## config.mk

```make
export PLATFORM = sky130hd
export DESIGN_NAME = base64_stream_encoder_unit
export DESIGN_NICKNAME = d
export VERILOG_FILES = /design/src/hdl/b64e_pkg.sv /design/src/hdl/base64_stream_encoder_unit.sv /design/src/hdl/b64e_front.sv /design/src/hdl/b64e_fifo.sv /design/src/hdl/b64e_back.sv
export VERILOG_INCLUDE_DIRS = /design/src /design/src/hdl
export SDC_FILE = /design/constraint.sdc
export NUM_CORES = 1
export LEC_CHECK = 0
export BUFFER_PORTS_ARGS = -buffer_cell sky130_fd_sc_hd__buf_2
export CORE_ASPECT_RATIO = 1.25
export CORE_UTILIZATION = 55
export CTS_CLUSTER_DIAMETER = 80
export DETAILED_ROUTE_END_ITERATION = 16
export HOLD_SLACK_MARGIN = 0.06
export PLACE_DENSITY = 0.79
export SLEW_MARGIN = 20
export SYNTH_ARGS = -nofsm -noshare
export SYNTH_HDL_FRONTEND = slang
export SYNTH_HIERARCHICAL = 1
export SYNTH_SLANG_ARGS = --single-unit
```

## constraint.sdc

```tcl
create_clock -name clk -period 3.9 [get_ports clk]
set_input_delay 0.585 -clock clk [delete_from_list [all_inputs] [get_ports clk]]
set_output_delay 0.585 -clock clk [all_outputs]
set_load 0.05 [all_outputs]
```

## src/hdl/base64_stream_encoder_unit_macros.svh

```systemverilog
// Assertion macros shared by the Base64 stream encoder RTL.
`ifndef BASE64_STREAM_ENCODER_UNIT_MACROS_SVH
`define BASE64_STREAM_ENCODER_UNIT_MACROS_SVH

// Same-cycle implication, sampled on clk, off while rst is high.
`define B64E_CHECK_NOW(label, ante, cons, msg) \
  label: assert property (@(posedge clk) disable iff (rst) (ante) |-> (cons)) \
    else $error(msg);

// Next-cycle implication, sampled on clk, off while rst is high.
`define B64E_CHECK_NEXT(label, ante, cons, msg) \
  label: assert property (@(posedge clk) disable iff (rst) (ante) |=> (cons)) \
    else $error(msg);

`endif

```

## src/hdl/b64e_pkg.sv

```systemverilog
// Shared types, character codes and alphabet lookup for the Base64 encoder.
package b64e_pkg;

  localparam logic [6:0] CHAR_PAD    = 7'h3D;  // '='
  localparam logic [6:0] CHAR_PLUS   = 7'h2B;  // '+'
  localparam logic [6:0] CHAR_SLASH  = 7'h2F;  // '/'
  localparam logic [6:0] CHAR_MINUS  = 7'h2D;  // '-'
  localparam logic [6:0] CHAR_USCORE = 7'h5F;  // '_'

  localparam logic [5:0] IDX_UPPER_END = 6'd26;
  localparam logic [5:0] IDX_LOWER_END = 6'd52;
  localparam logic [5:0] IDX_DIGIT_END = 6'd62;
  localparam logic [5:0] IDX_PLUS      = 6'd62;

  // Number of bits held back between bytes.
  typedef enum logic [1:0] {
    HELD_0,
    HELD_2,
    HELD_4
  } held_t;

  // One classified byte: up to two sextets, then up to two pads.
  typedef struct packed {
    logic [5:0] sym1;
    logic [5:0] sym0;
    logic       two_chars;
    logic [1:0] npad;
    logic       fin;
  } b64e_entry_t;

  typedef struct packed {
    logic full;
    logic empty;
  } b64e_qstat_t;

  function automatic logic [6:0] b64e_map(input logic [5:0] idx, input logic url);
    logic [6:0] c;
    if (idx < IDX_UPPER_END) begin
      c = 7'h41 + {1'b0, idx};
    end else if (idx < IDX_LOWER_END) begin
      c = 7'h47 + {1'b0, idx};
    end else if (idx < IDX_DIGIT_END) begin
      c = {1'b0, idx} - 7'd4;
    end else if (idx == IDX_PLUS) begin
      c = url ? CHAR_MINUS : CHAR_PLUS;
    end else begin
      c = url ? CHAR_USCORE : CHAR_SLASH;
    end
    return c;
  endfunction

endpackage

```

## src/hdl/base64_stream_encoder_unit.sv

```systemverilog
// A byte accepted is written to the queue, then its characters pass through the out_char register to m_tdata.
// Throughput: one byte request per cycle while the queue has room; output is one character
//   per cycle while the output register is free (m_tvalid low or m_tready high).
// The output character rate of the back side is what sets the sustained byte rate.
// Reset (rst, synchronous, active high) clears held bits, the queue, the output valid flag
//   and url_safe; the block accepts requests in the first cycle after reset.
`include "base64_stream_encoder_unit_macros.svh"

module base64_stream_encoder_unit import b64e_pkg::*; #(
  parameter int unsigned QUEUE_DEPTH = 4  // entries between front and back, 2 or more
) (
  input  logic        clk,
  input  logic        rst,
  // input byte stream
  input  logic        s_tvalid,
  output logic        s_tready,
  input  logic [7:0]  s_tdata,   // [7:0] data_byte
  input  logic        s_tlast,   // final_byte
  // encoded character stream
  output logic        m_tvalid,
  input  logic        m_tready,
  output logic [7:0]  m_tdata,   // [6:0] out_char, [7] zero
  output logic        m_tlast,   // last_char
  // configuration, register 0 (url_safe) at byte address 0
  input  logic        psel,
  input  logic        penable,
  input  logic        pwrite,
  input  logic [2:0]  paddr,
  input  logic [31:0] pwdata,
  output logic [31:0] prdata,
  output logic        pready
);

  logic        url_safe;
  logic        cfg_wr;
  logic        q_push, q_pop;
  b64e_entry_t q_in, q_head;
  b64e_qstat_t q_stat;
  logic [6:0]  mchr;
  logic        char_ok;
  logic        url_ok;
  logic        out_free;

  // Only one register: address bit 2 clear selects it, anything else reads zero.
  assign pready = 1'b1;
  assign cfg_wr = psel && penable && pwrite && pready && !paddr[2];
  assign prdata = paddr[2] ? 32'd0 : {31'd0, url_safe};

  always_ff @(posedge clk) begin
    if (rst) begin
      url_safe <= 1'b0;
    end else if (cfg_wr) begin
      url_safe <= pwdata[0];
    end
  end

  // Front: splits each byte into sextets, tracks the 0/2/4 bits held back.
  b64e_front u_front (
    .clk        (clk),
    .rst        (rst),
    .s_tvalid   (s_tvalid),
    .s_tready   (s_tready),
    .s_tdata    (s_tdata),
    .s_tlast    (s_tlast),
    .qstat      (q_stat),
    .push       (q_push),
    .push_entry (q_in)
  );

  // Queue lets the input keep taking bytes while the output is stalled.
  b64e_fifo #(
    .DEPTH (QUEUE_DEPTH)
  ) u_queue (
    .clk        (clk),
    .rst        (rst),
    .push       (q_push),
    .push_entry (q_in),
    .pop        (q_pop),
    .head       (q_head),
    .qstat      (q_stat)
  );

  // Back: maps sextets to ASCII, adds '=' pads, marks the final character.
  b64e_back u_back (
    .clk      (clk),
    .rst      (rst),
    .url_safe (url_safe),
    .head     (q_head),
    .qstat    (q_stat),
    .pop      (q_pop),
    .m_tvalid (m_tvalid),
    .m_tready (m_tready),
    .m_tdata  (m_tdata),
    .m_tlast  (m_tlast)
  );

  assign mchr     = m_tdata[6:0];
  assign char_ok  = !m_tdata[7] &&
                    (mchr inside {[7'h41:7'h5A], [7'h61:7'h7A], [7'h30:7'h39],
                                  CHAR_PLUS, CHAR_SLASH, CHAR_MINUS, CHAR_USCORE,
                                  CHAR_PAD});
  assign url_ok   = (mchr != CHAR_PLUS) && (mchr != CHAR_SLASH);
  assign out_free = !m_tvalid || m_tready;

  `B64E_CHECK_NOW(a_char_legal, m_tvalid, char_ok, "character outside the alphabet")
  `B64E_CHECK_NOW(a_url_alphabet, m_tvalid && url_safe, url_ok, "plus or slash in URL mode")
  `B64E_CHECK_NEXT(a_back_drains, !q_stat.empty && out_free, m_tvalid, "queued entry stuck")

endmodule

```

## src/hdl/b64e_front.sv

```systemverilog
// Input side: takes bytes, tracks held-back bits, classifies each byte into sextets and pads.
module b64e_front import b64e_pkg::*; (
  input  logic        clk,
  input  logic        rst,
  input  logic        s_tvalid,
  output logic        s_tready,
  input  logic [7:0]  s_tdata,   // [7:0] data_byte
  input  logic        s_tlast,   // final_byte
  input  b64e_qstat_t qstat,
  output logic        push,
  output b64e_entry_t push_entry
);

  held_t      held, held_next;
  logic [3:0] lbits, lbits_next;

  assign s_tready = !qstat.full;
  assign push     = s_tvalid && s_tready;

  always_comb begin
    push_entry.fin = s_tlast;
    case (held)
      HELD_0: begin
        push_entry.sym0      = s_tdata[7:2];
        push_entry.sym1      = {s_tdata[1:0], 4'b0000};
        push_entry.two_chars = s_tlast;
        push_entry.npad      = s_tlast ? 2'd2 : 2'd0;
        held_next            = HELD_2;
        lbits_next           = {2'b00, s_tdata[1:0]};
      end
      HELD_2: begin
        push_entry.sym0      = {lbits[1:0], s_tdata[7:4]};
        push_entry.sym1      = {s_tdata[3:0], 2'b00};
        push_entry.two_chars = s_tlast;
        push_entry.npad      = s_tlast ? 2'd1 : 2'd0;
        held_next            = HELD_4;
        lbits_next           = s_tdata[3:0];
      end
      default: begin
        push_entry.sym0      = {lbits, s_tdata[7:6]};
        push_entry.sym1      = s_tdata[5:0];
        push_entry.two_chars = 1'b1;
        push_entry.npad      = 2'd0;
        held_next            = HELD_0;
        lbits_next           = 4'd0;
      end
    endcase
    if (s_tlast) begin
      held_next  = HELD_0;
      lbits_next = 4'd0;
    end
  end

  always_ff @(posedge clk) begin
    if (rst) begin
      held  <= HELD_0;
      lbits <= 4'd0;
    end else if (push) begin
      held  <= held_next;
      lbits <= lbits_next;
    end
  end

endmodule

```

## src/hdl/b64e_fifo.sv

```systemverilog
// Short queue of classified entries between the front and back sides.
module b64e_fifo import b64e_pkg::*; #(
  parameter int unsigned DEPTH = 4
) (
  input  logic        clk,
  input  logic        rst,
  input  logic        push,
  input  b64e_entry_t push_entry,
  input  logic        pop,
  output b64e_entry_t head,
  output b64e_qstat_t qstat
);

  localparam int unsigned PTR_W = (DEPTH > 1) ? $clog2(DEPTH) : 1;
  localparam int unsigned CNT_W = $clog2(DEPTH + 1);
  localparam logic [PTR_W-1:0] LAST_PTR = PTR_W'(DEPTH - 1);

  b64e_entry_t      mem [DEPTH];
  logic [PTR_W-1:0] rd_ptr, wr_ptr;
  logic [CNT_W-1:0] count;
  logic             do_push, do_pop;

  assign qstat.full  = (count == CNT_W'(DEPTH));
  assign qstat.empty = (count == '0);
  assign do_push     = push && !qstat.full;
  assign do_pop      = pop && !qstat.empty;
  assign head        = mem[rd_ptr];

  always_ff @(posedge clk) begin
    if (do_push) begin
      mem[wr_ptr] <= push_entry;
    end
  end

  always_ff @(posedge clk) begin
    if (rst) begin
      rd_ptr <= '0;
      wr_ptr <= '0;
      count  <= '0;
    end else begin
      if (do_push) begin
        wr_ptr <= (wr_ptr == LAST_PTR) ? '0 : wr_ptr + 1'b1;
      end
      if (do_pop) begin
        rd_ptr <= (rd_ptr == LAST_PTR) ? '0 : rd_ptr + 1'b1;
      end
      if (do_push && !do_pop) begin
        count <= count + 1'b1;
      end else if (do_pop && !do_push) begin
        count <= count - 1'b1;
      end
    end
  end

endmodule

```

## src/hdl/b64e_back.sv

```systemverilog
// Output side: walks each queued entry one character per cycle, while the output register is free, into it.
module b64e_back import b64e_pkg::*; (
  input  logic        clk,
  input  logic        rst,
  input  logic        url_safe,
  input  b64e_entry_t head,
  input  b64e_qstat_t qstat,
  output logic        pop,
  output logic        m_tvalid,
  input  logic        m_tready,
  output logic [7:0]  m_tdata,   // [6:0] out_char, [7] zero
  output logic        m_tlast    // last_char
);

  logic [1:0] sel;
  logic [1:0] last_sel;
  logic       slot_free, fire, at_end;
  logic [6:0] chr;
  logic [6:0] out_char;

  assign slot_free = !m_tvalid || m_tready;
  assign fire      = !qstat.empty && slot_free;
  assign last_sel  = {1'b0, head.two_chars} + head.npad;
  assign at_end    = (sel == last_sel);
  assign pop       = fire && at_end;
  assign m_tdata   = {1'b0, out_char};

  always_comb begin
    if (sel == 2'd0) begin
      chr = b64e_map(head.sym0, url_safe);
    end else if (sel == 2'd1 && head.two_chars) begin
      chr = b64e_map(head.sym1, url_safe);
    end else begin
      chr = CHAR_PAD;
    end
  end

  always_ff @(posedge clk) begin
    if (fire) begin
      out_char <= chr;
      m_tlast  <= head.fin && at_end;
    end
  end

  always_ff @(posedge clk) begin
    if (rst) begin
      m_tvalid <= 1'b0;
      sel      <= 2'd0;
    end else begin
      if (fire) begin
        m_tvalid <= 1'b1;
        sel      <= at_end ? 2'd0 : sel + 2'd1;
      end else if (m_tready) begin
        m_tvalid <= 1'b0;
      end
    end
  end

endmodule

```

==> results of run 1 <==
## cell families after synthesis
logic type	count (synthesis)	share of synthesized area
xor+xnor	10	0.01773
compound gates	69	0.09068
fa+ha+maj	20	0.05218
flops	91	0.5147
simple gates	105	0.1183
mux	31	0.1038
buf+inv	77	0.1003
other cells	3	0.002279
## area by class of cell
cell class	count	share of cell area
Sequential cell	91	0.4898
Clock inverter	6	0.01711
Multi-Input combinational cell	268	0.3880
Timing Repair Buffer	31	0.03133
Tap cell	120	0.02892
Clock buffer	10	0.02458
Inverter	23	0.02025
## power by group
group	leakage (µW)	switching (µW)	total [µW]	internal (µW)
clock	0.000103	323	686	362
sequential	0.000821	88.0	1390	1300
combinational	0.00101	1130	1720	587
total	0.00193	1540	3790	2250
## stage by stage
stage | instances | worst slack (ps) | hold WS [ps] | instance area [µm²] | utilization
3_3_place_gp | 533 | 722.0 | 448.2 | 4975 | 0.5718
3_5_place_dp | 533 | 637.1 | 456.7 | 4975 | 0.5718
6_report | 549 | 658.7 | 479.8 | 5191 | 0.5966
4_1_cts | 549 | 618.4 | 461.6 | 5191 | 0.5966
5_1_grt | 549 | 516.4 | 484.5 | 5191 | 0.5966
2_1_floorplan | 436 | 679.2 | 441.8 | 5052 | -
## Yosys cell counts (all sizes together) (4+ instances only)
cell,count
nand2b,4
a22o,5
o31ai,5
mux2i,13
mux4,16
inv,21
xnor2,6
nand3,11
a21oi,20
nor4,5
edfxtp,72
xor2,4
or3,4
o21ai,20
and3,7
dfxtp,19
nand2,31
ha,19
clkbuf,6
buf,48
nor2,13
nor3,13
## sequential cells by signal (all words and copies together), names as in the netlist, 2 cells and up, named ones only
name / flops
u_back/sel: 2
u_queue/wr_ptr: 2
u_front/lbits: 4
u_front/held: 2
u_queue/rd_ptr: 2
u_back/out_char: 7
u_queue/count: 3
u_queue/mem: 64
## layer usage
metal,wire length (µm),global-route usage
met1,3513,0.2319
met2,4505,0.3452
met3,410,0.04962
met4,414,0.1393
met5,0,0
## path summary, 6_finish.rpt
kind,start,endpoint,slack (ps),cells past startpoint
setup / recovery,flip-flop,u_queue/count[2],660,13
hold / removal,u_front/lbits[2],u_front/lbits[2],480,1
setup reg to reg,flip-flop,u_queue/count[2],660,13
hold reg to reg,u_front/lbits[2],u_front/lbits[2],480,1
==> results.sh, run 1 <==
export IMPL_grt_use_total=0.2058
export IMPL_final_common_cell="edfxtp_1"
export IMPL_place_congestion=0.9262
export IMPL_regArea_um2=2542
export IMPL_crit_fanout=4
export IMPL_numClockSinks=91
export IMPL_routed_via_density=5.643
export IMPL_dieArea_um2=9367
export IMPL_critPathCaptureType="flip-flop"
export IMPL_clk_pin_slew_ps=90
export IMPL_totalPowerFinal_uw=3794
export IMPL_min_period_ps=3241
export IMPL_cts_buffers=9
export IMPL_yosys_warnings=6
export IMPL_relSlewSlack=0.4054
export IMPL_overflow=0
export IMPL_post_cts_buffers=0
export IMPL_finalCritPeriodShare=0.8311
export IMPL_ctsHtreeMaxLevel=3
export IMPL_worstMarginPinSlew_ps=891.9
export IMPL_drv_cap=0
export IMPL_setup_tns_ps=0
export IMPL_cts_buffer_depth=2
export IMPL_drt_iter0_drc=126
export IMPL_power_leakage_uw=0.001931
export IMPL_cts_hold_buf=0
export IMPL_criticalPathCategory="flip-flop to flip-flop"
export IMPL_synthFlopType="edfxtp_1"
export IMPL_drc=0
export IMPL_setup_violations_final=0
export IMPL_fp_row_count=38
export IMPL_multi_input_area_um2=2014
export IMPL_grt_pass1_vias=3007
export IMPL_firstDrtPassIters=4
export IMPL_fill_cells=694
export IMPL_worstPathRequired_ps=4190
export IMPL_crit_buf_inv=1
export IMPL_avgSynthCellArea_um2=12.17
export IMPL_slowest_delay_ps=560
export IMPL_grt_pass1_wl_um=14260
export IMPL_hold_class="flip-flop to flip-flop"
export IMPL_drive_above_1_share=0.1772
export IMPL_die_h_um=108.0
export IMPL_area_delta_synth_final_pct=5.091
export IMPL_core_area_um2=8701
export IMPL_ys_ff_latch=91
export IMPL_final_cell_mix="edfxtp_1 (72), conb_1 (33), nand2_1 (31), buf_2 (28), inv_1 (21)"
export IMPL_route_vias_total=3098
export IMPL_skew_ps=9.679
export IMPL_cp_top_family="adder cells"
export IMPL_crit_chain="mux4_2 -> ha_1 -> xor2_1 -> xnor2_1 -> nand2_1 -> nor2_1 -> o31ai_2 -> ha_1 -> inv_1 -> fa_1 -> xor2_1 -> or3_1 -> a21oi_1"
export IMPL_finalMaxSlewViolations=0
export IMPL_antenna_left=0
export IMPL_cts_tree="yes"
export IMPL_synth_edff_count=72
export IMPL_async_flop_share=0
export IMPL_cp_arrival_ps=3530
export IMPL_synth_top_area_cell="edfxtp_1"
export IMPL_clock_root_buffer="clkbuf_8"
export IMPL_ir_drop_v=0.0004680
export IMPL_cts_resized=0
export IMPL_diodes=0
export IMPL_nets=495
export IMPL_initial_core_util=0.5677
export IMPL_ys_seq_area_frac=0.5147
export IMPL_ys_top_cells_by_area="edfxtp_1 (44%), dfxtp_1 (7.7%), mux4_2 (7.3%), buf_4 (5.3%), ha_1 (4.8%)"
export IMPL_synth_cell_type_count=64
export IMPL_io_buffers=28
export IMPL_antenna_found_initial=0
export IMPL_dieWidth_um=86.77
export IMPL_hpwlAfterDp_um=6464
export IMPL_rsz0062_at_grt="no"
export IMPL_synthCells=406
export IMPL_synth_top_area_frac=0.4377
export IMPL_status="finished clean"
export IMPL_slowest_stage="mux4_2"
export IMPL_netlist_area_um2=4940
export IMPL_grt_max_degree=27
export IMPL_power_density_nw_per_um2=730.8
export IMPL_drt_wl_total_um=8843
export IMPL_wl_per_cell_um=16.11
export IMPL_clk_latency_ps=360
export IMPL_hold_viol=0
export IMPL_start_kind="flip-flop"
export IMPL_clock_fmax_ghz=0.3085
export IMPL_io_pins=95
No activity file was read; power rests on OpenSTA's default activity.
==> run 2: changes to the inputs <==
clock period = 3.3 ns   (was 3.9 ns; I/O delays follow)
==> results.sh, run 2 (synthesized netlist as in run 1, its figures left out) <==
export IMPL_firstDrtPassIters=4
export IMPL_cts_buffer_depth=2
export IMPL_grt_pass1_wl_um=14370
export IMPL_ctsHtreeMaxLevel=3
export IMPL_criticalPathCategory="flip-flop to flip-flop"
export IMPL_drt_wl_total_um=8806
export IMPL_final_cell_mix="edfxtp_1 (72), conb_1 (33), nand2_1 (31), buf_2 (28), inv_1 (21)"
export IMPL_cts_buffers=9
export IMPL_ir_drop_v=0.0004866
export IMPL_cts_tree="yes"
export IMPL_skew_ps=7.084
export IMPL_min_period_ps=3138
export IMPL_met2_usage=0.3679
export IMPL_route_vias_total=3129
export IMPL_setup_violations_final=0
export IMPL_drt_iter0_drc=158
export IMPL_drv_cap=0
export IMPL_relSlewSlack=0.4262
export IMPL_cts_hold_buf=0
export IMPL_antenna_found_initial=0
export IMPL_overflow=0
export IMPL_drc=0
export IMPL_clock_fmax_ghz=0.3187
export IMPL_final_common_cell="edfxtp_1"
export IMPL_met1_usage=0.2305
export IMPL_reg2regPathDepth=13
export IMPL_clk_latency_ps=350
export IMPL_busiest_layer="met2"
export IMPL_critPathCaptureType="flip-flop"
export IMPL_hpwlAfterDp_um=6516
export IMPL_grt_pass1_vias=3086
export IMPL_place_inst=537
export IMPL_crit_fanout=4
export IMPL_wl_per_cell_um=15.90
export IMPL_routed_via_density=5.648
export IMPL_finalCritPeriodShare=0.9509
export IMPL_nets=500
export IMPL_worstMarginPinSlew_ps=860.7
export IMPL_area_delta_synth_final_pct=5.015
export IMPL_drive_above_1_share=0.1889
export IMPL_place_congestion=0.9164
export IMPL_dieArea_um2=9367
export IMPL_io_buffers=28
export IMPL_core_area_um2=8701
export IMPL_hold_viol=0
export IMPL_placed_area_um2=5005
export IMPL_hold_class="input pin to flip-flop"
export IMPL_numClockSinks=91
export IMPL_stdcell_count=554
export IMPL_final_area_um2=5187
export IMPL_finalMaxSlewViolations=0
export IMPL_rsz0062_at_grt="no"
export IMPL_largest_register_ffs=64
export IMPL_clk_pin_slew_ps=80
export IMPL_power_leakage_uw=0.001945
export IMPL_io_pins=95
export IMPL_cp_arrival_ps=3420
export IMPL_antenna_left=0
export IMPL_whs_path_depth=3
export IMPL_status="finished clean"
export IMPL_regMostFlops="u_queue/mem"
export IMPL_diodes=0
export IMPL_gr_usage_met3=0.03435
export IMPL_initial_core_util=0.5677
export IMPL_clock_root_buffer="clkbuf_8"
export IMPL_power_density_nw_per_um2=842.7
export IMPL_dieWidth_um=86.77
export IMPL_worstPathRequired_ps=3580
export IMPL_start_kind="flip-flop"
export IMPL_die_h_um=108.0
export IMPL_grt_use_total=0.2043
export IMPL_setup_tns_ps=0
export IMPL_grt_max_degree=27
export IMPL_fp_row_count=38
export IMPL_reg_top3="u_queue/mem x64, u_back/out_char x7, u_front/lbits x4"
## run 2: cell count changes in the layout (fill, tap and decap cells not counted)
cell	before	now
buf_4	3	8
bufinv_16	2	0
clkbuf_1	1	2
clkbuf_8	9	10
clkinvlp_4	2	0
dfxtp_1	19	18
dfxtp_4	0	1
ha_1	19	18
ha_2	0	1
inv_4	0	3
inv_6	1	0
## run 2: worst paths after layout
kind	from	end	slack, ps
setup / recovery	flip-flop	u_queue/count[2]	160
hold reg to reg	u_front/lbits[3]	u_front/lbits[3]	480
setup reg to reg	flip-flop	u_queue/count[2]	160
hold / removal	pwdata[0]	url_safe	400
## run 2: what timing repair did
action                                  in CTS  in global routing
resized for setup                            1                  2
setup buffers                                0                  1
hold endpoints to repair                     0                  0
pin swaps                                    0                  2
endpoints found under the setup margin       1                  1
## run 2: final cells by class
class | count | area (µm²)
well taps | 120 | 150.1
clock inverters | 4 | 23.77
inverters | 23 | 105.1
clock buffers | 12 | 145.1
fillers | 674 | 3513
multi-input cells | 268 | 2017
repair buffers | 36 | 200.2
flip-flops and latches | 91 | 2546
## run 2: critical path, stage by stage (launching register included)
cell     delay, ps
dfxtp_4        380
mux4_2         540
ha_1           210
xor2_1         170
xnor2_1        140
nand2_1         90
nor2_1          80
o31ai_2        140
ha_2           280
inv_1           50
fa_1           370
xor2_1         160
or3_1          320
a21oi_1        150
## run 2: power by group
group | internal (µW) | switching (µW) | leakage (µW)
Sequential | 1540 | 102 | 0.000822
Combinational | 733 | 1350 | 0.00103
Clock | 295 | 359 | 0.0000916
Total | 2560 | 1810 | 0.00194
## run 2: routing by layer
layer  vias to the layer above  wire [µm]
li1                       1475          -
met1                      1527       3435
met2                       105       4780
met3                        22        310
met4                         0        280
met5                         -          0
## run 2: per-stage QoR
stage / total power (µW) / setup WS [ps] / hold slack (ps) / utilization
after floorplan: 3355 / 79.21 / 441.8 / -
after global placement: 3623 / 128.9 / 451.1 / 0.5752
after detailed placement: 3704 / 32.48 / 454.3 / 0.5752
after CTS: 4354 / 60.54 / 397.0 / 0.5948
after global routing: 4647 / 37.45 / 396.4 / 0.5962
final: 4372 / 162.1 / 401.6 / 0.5962
==> run 3: changes to the inputs <==
ABC_AREA = 1   (was default)
==> results.sh, run 3 <==
export IMPL_cp_arrival_ps=3270
export IMPL_cts_tree="yes"
export IMPL_worstPathRequired_ps=3530
export IMPL_clk_pin_slew_ps=60
export IMPL_ctsHtreeMaxLevel=3
export IMPL_finalCritPeriodShare=0.9186
export IMPL_grt_max_degree=20
export IMPL_avgSynthCellArea_um2=8.786
export IMPL_cts_buffer_depth=2
export IMPL_final_cell_mix="nand2_1 (118), edfxtp_1 (72), nor2_1 (65), inv_1 (59)"
export IMPL_regMostFlops="u_queue/mem"
export IMPL_drc=0
export IMPL_power_leakage_uw=0.002406
export IMPL_largest_register_ffs=64
export IMPL_io_buffers=28
export IMPL_clock_root_buffer="clkbuf_16"
export IMPL_drt_wl_total_um=9878
export IMPL_finalMaxSlewViolations=0
export IMPL_drive_above_1_share=0.1380
export IMPL_io_pins=95
export IMPL_nets=689
export IMPL_synth_top_area_cell="edfxtp_1"
export IMPL_criticalPathCategory="flip-flop to flip-flop"
export IMPL_fill_cells=785
export IMPL_synth_most_common_cell="nand2_1"
export IMPL_grt_pass1_wl_um=15460
export IMPL_drt_iter0_drc=169
export IMPL_crit_fanout=19
export IMPL_drv_cap=0
export IMPL_met1_usage=0.2495
export IMPL_synth_cell_type_count=37
export IMPL_diodes=0
export IMPL_clk_latency_ps=340
export IMPL_busiest_layer="met2"
export IMPL_stdcell_count=746
export IMPL_area_delta_synth_final_pct=9.347
export IMPL_post_cts_buffers=0
export IMPL_ys_ff_latch=91
export IMPL_multi_input_area_um2=2069
export IMPL_totalPowerFinal_uw=4463
export IMPL_start_kind="flip-flop"
export IMPL_placed_area_um2=5280
export IMPL_reg_top3="u_queue/mem x64, u_back/out_char x7, u_front/lbits x4"
export IMPL_cp_common_cell="nor2_1"
export IMPL_ys_seq_area_frac=0.4972
export IMPL_wl_per_cell_um=13.24
export IMPL_clock_fmax_ghz=0.3299
export IMPL_numClockSinks=91
export IMPL_dieArea_um2=9690
export IMPL_final_area_um2=5592
export IMPL_min_period_ps=3031
export IMPL_async_flop_share=0
export IMPL_die_h_um=109.8
export IMPL_setup_tns_ps=0
export IMPL_power_density_nw_per_um2=798.2
export IMPL_firstDrtPassIters=7
export IMPL_final_common_cell="nand2_1"
export IMPL_antenna_found_initial=0
export IMPL_route_vias_total=3835
export IMPL_ys_top_cells_by_area="edfxtp_1 (42%), nand2_1 (8.7%), dfxtp_1 (7.4%), buf_4 (5.4%), nor2_1 (4.8%)"
export IMPL_worstMarginPinSlew_ps=891.5
export IMPL_synthFlopType="edfxtp_1"
export IMPL_yosys_warnings=6
export IMPL_hpwlAfterDp_um=7283
export IMPL_regArea_um2=2544
export IMPL_place_inst=730
export IMPL_dieWidth_um=88.25
export IMPL_grt_use_total=0.2132
export IMPL_ir_drop_v=0.0005039
export IMPL_place_congestion=0.8931
export IMPL_skew_ps=5.194
export IMPL_met2_usage=0.3703
export IMPL_setup_violations_final=0
export IMPL_fp_row_count=39
export IMPL_critPathCaptureType="flip-flop"
export IMPL_rsz0062_at_grt="no"
export IMPL_synthCells=582
export IMPL_overflow=0
export IMPL_gr_usage_met3=0.04129
export IMPL_relSlewSlack=0.4048
export IMPL_hold_viol=0
export IMPL_ys_top_cells_by_count="nand2_1 (118), edfxtp_1 (72), nor2_1 (65), inv_1 (59), buf_4 (37)"
export IMPL_slowest_delay_ps=400
export IMPL_core_area_um2=9076
export IMPL_antenna_left=0
export IMPL_synth_top_area_frac=0.4228
export IMPL_crit_chain="inv_2 -> nor2_1 -> o22ai_1 -> ha_1 -> xor2_1 -> or2_2 -> nand3_1 -> nor2_1 -> nand2_1 -> ha_1 -> inv_2 -> fa_1 -> o21ai_0 -> nor2_1"
export IMPL_netlist_area_um2=5114
export IMPL_routed_via_density=5.141
export IMPL_grt_pass1_vias=3390
export IMPL_cts_buffers=9
export IMPL_synth_edff_count=72
export IMPL_slowest_stage="fa_1"
export IMPL_hold_class="input pin to flip-flop"
export IMPL_status="finished clean"
export IMPL_initial_core_util=0.5634
-- run 3: cell types whose count changed after synthesis, moves of 6 or more --
cell     before  now
mux2i_1      13    0
o21ai_0      11   17
o22ai_1       1   16
a21oi_1      20   28
nand2_2       0    6
inv_1        21   59
nand3_1      11   33
nor2_1       12   65
and3_1        6    0
o21ai_1       9   30
nand2_1      31  118
inv_2         0    7
nor3_1       12    2
mux4_2       16    0
-- run 3: final cells by class --
cell class	instances	share of cell area
sequential	91	0.4549
multi-input combinational	403	0.3701
clock buffer	14	0.05303
inverter	72	0.04945
timing repair buffer	41	0.04252
tap	123	0.02752
clock inverter	2	0.002461
-- run 3: cell families after synthesis --
family | Yosys count | synth area share
AOI/OAI and AO/OA | 96 | 0.1003
xor gates and xnor gates | 10 | 0.01713
adders and majority gates | 20 | 0.05040
buffers and inverters | 118 | 0.1201
DFF | 91 | 0.4972
other | 3 | 0.002202
and+or+nand+nor | 244 | 0.2126
-- run 3: routing by layer --
metal / vias to the layer above / share of wire
met2: 117 / 0.54
met5: - / 0
li1: 1924 / -
met1: 1775 / 0.41
met4: 0 / 0.018
met3: 19 / 0.038
-- run 3: repair_timing --
action	CTS	global route
hold endpoints to repair	0	0
hold buffers	0	0
setup endpoints to repair	0	2
gates resized for setup	0	1
-- run 3: power by group --
| group | internal (µW) | total (µW) | switching (µW) | leakage, µW |
|---|---|---|---|---|
| combinational | 536 | 1860 | 1320 | 0.00143 |
| sequential | 1510 | 1590 | 77.4 | 0.000824 |
| clock | 623 | 1020 | 394 | 0.000153 |
| total | 2670 | 4460 | 1790 | 0.00241 |
-- run 3: final timing paths --
check / start / to / slack [ps] / cells past startpoint
setup / recovery: flip-flop / u_queue/count[1] / 270 / 14
hold reg to reg: u_front/lbits[2] / u_front/lbits[2] / 470 / 2
setup reg to reg: flip-flop / u_queue/count[1] / 270 / 14
hold / removal: m_tready / u_back/m_tvalid / 430 / 4
-- run 3: critical path: cells and delay by family (launching register included) --
| kind | cells | cell delay, ps |
|---|---|---|
| flops | 1 | 360 |
| compound gates | 2 | 390 |
| xor+xnor | 1 | 180 |
| fa+ha+maj | 3 | 830 |
| simple gates | 6 | 830 |
| buf+inv | 2 | 330 |
-- run 3: through the flow --
stage          hold WS, ps  setup slack, ps    util
2_1_floorplan        439.3            658.4       -
3_3_place_gp         456.8            348.5  0.5817
3_5_place_dp         460.9            220.7  0.5817
4_1_cts              417.3            200.5  0.6159
5_1_grt              455.6            62.78  0.6161
6_report             425.1            268.7  0.6161
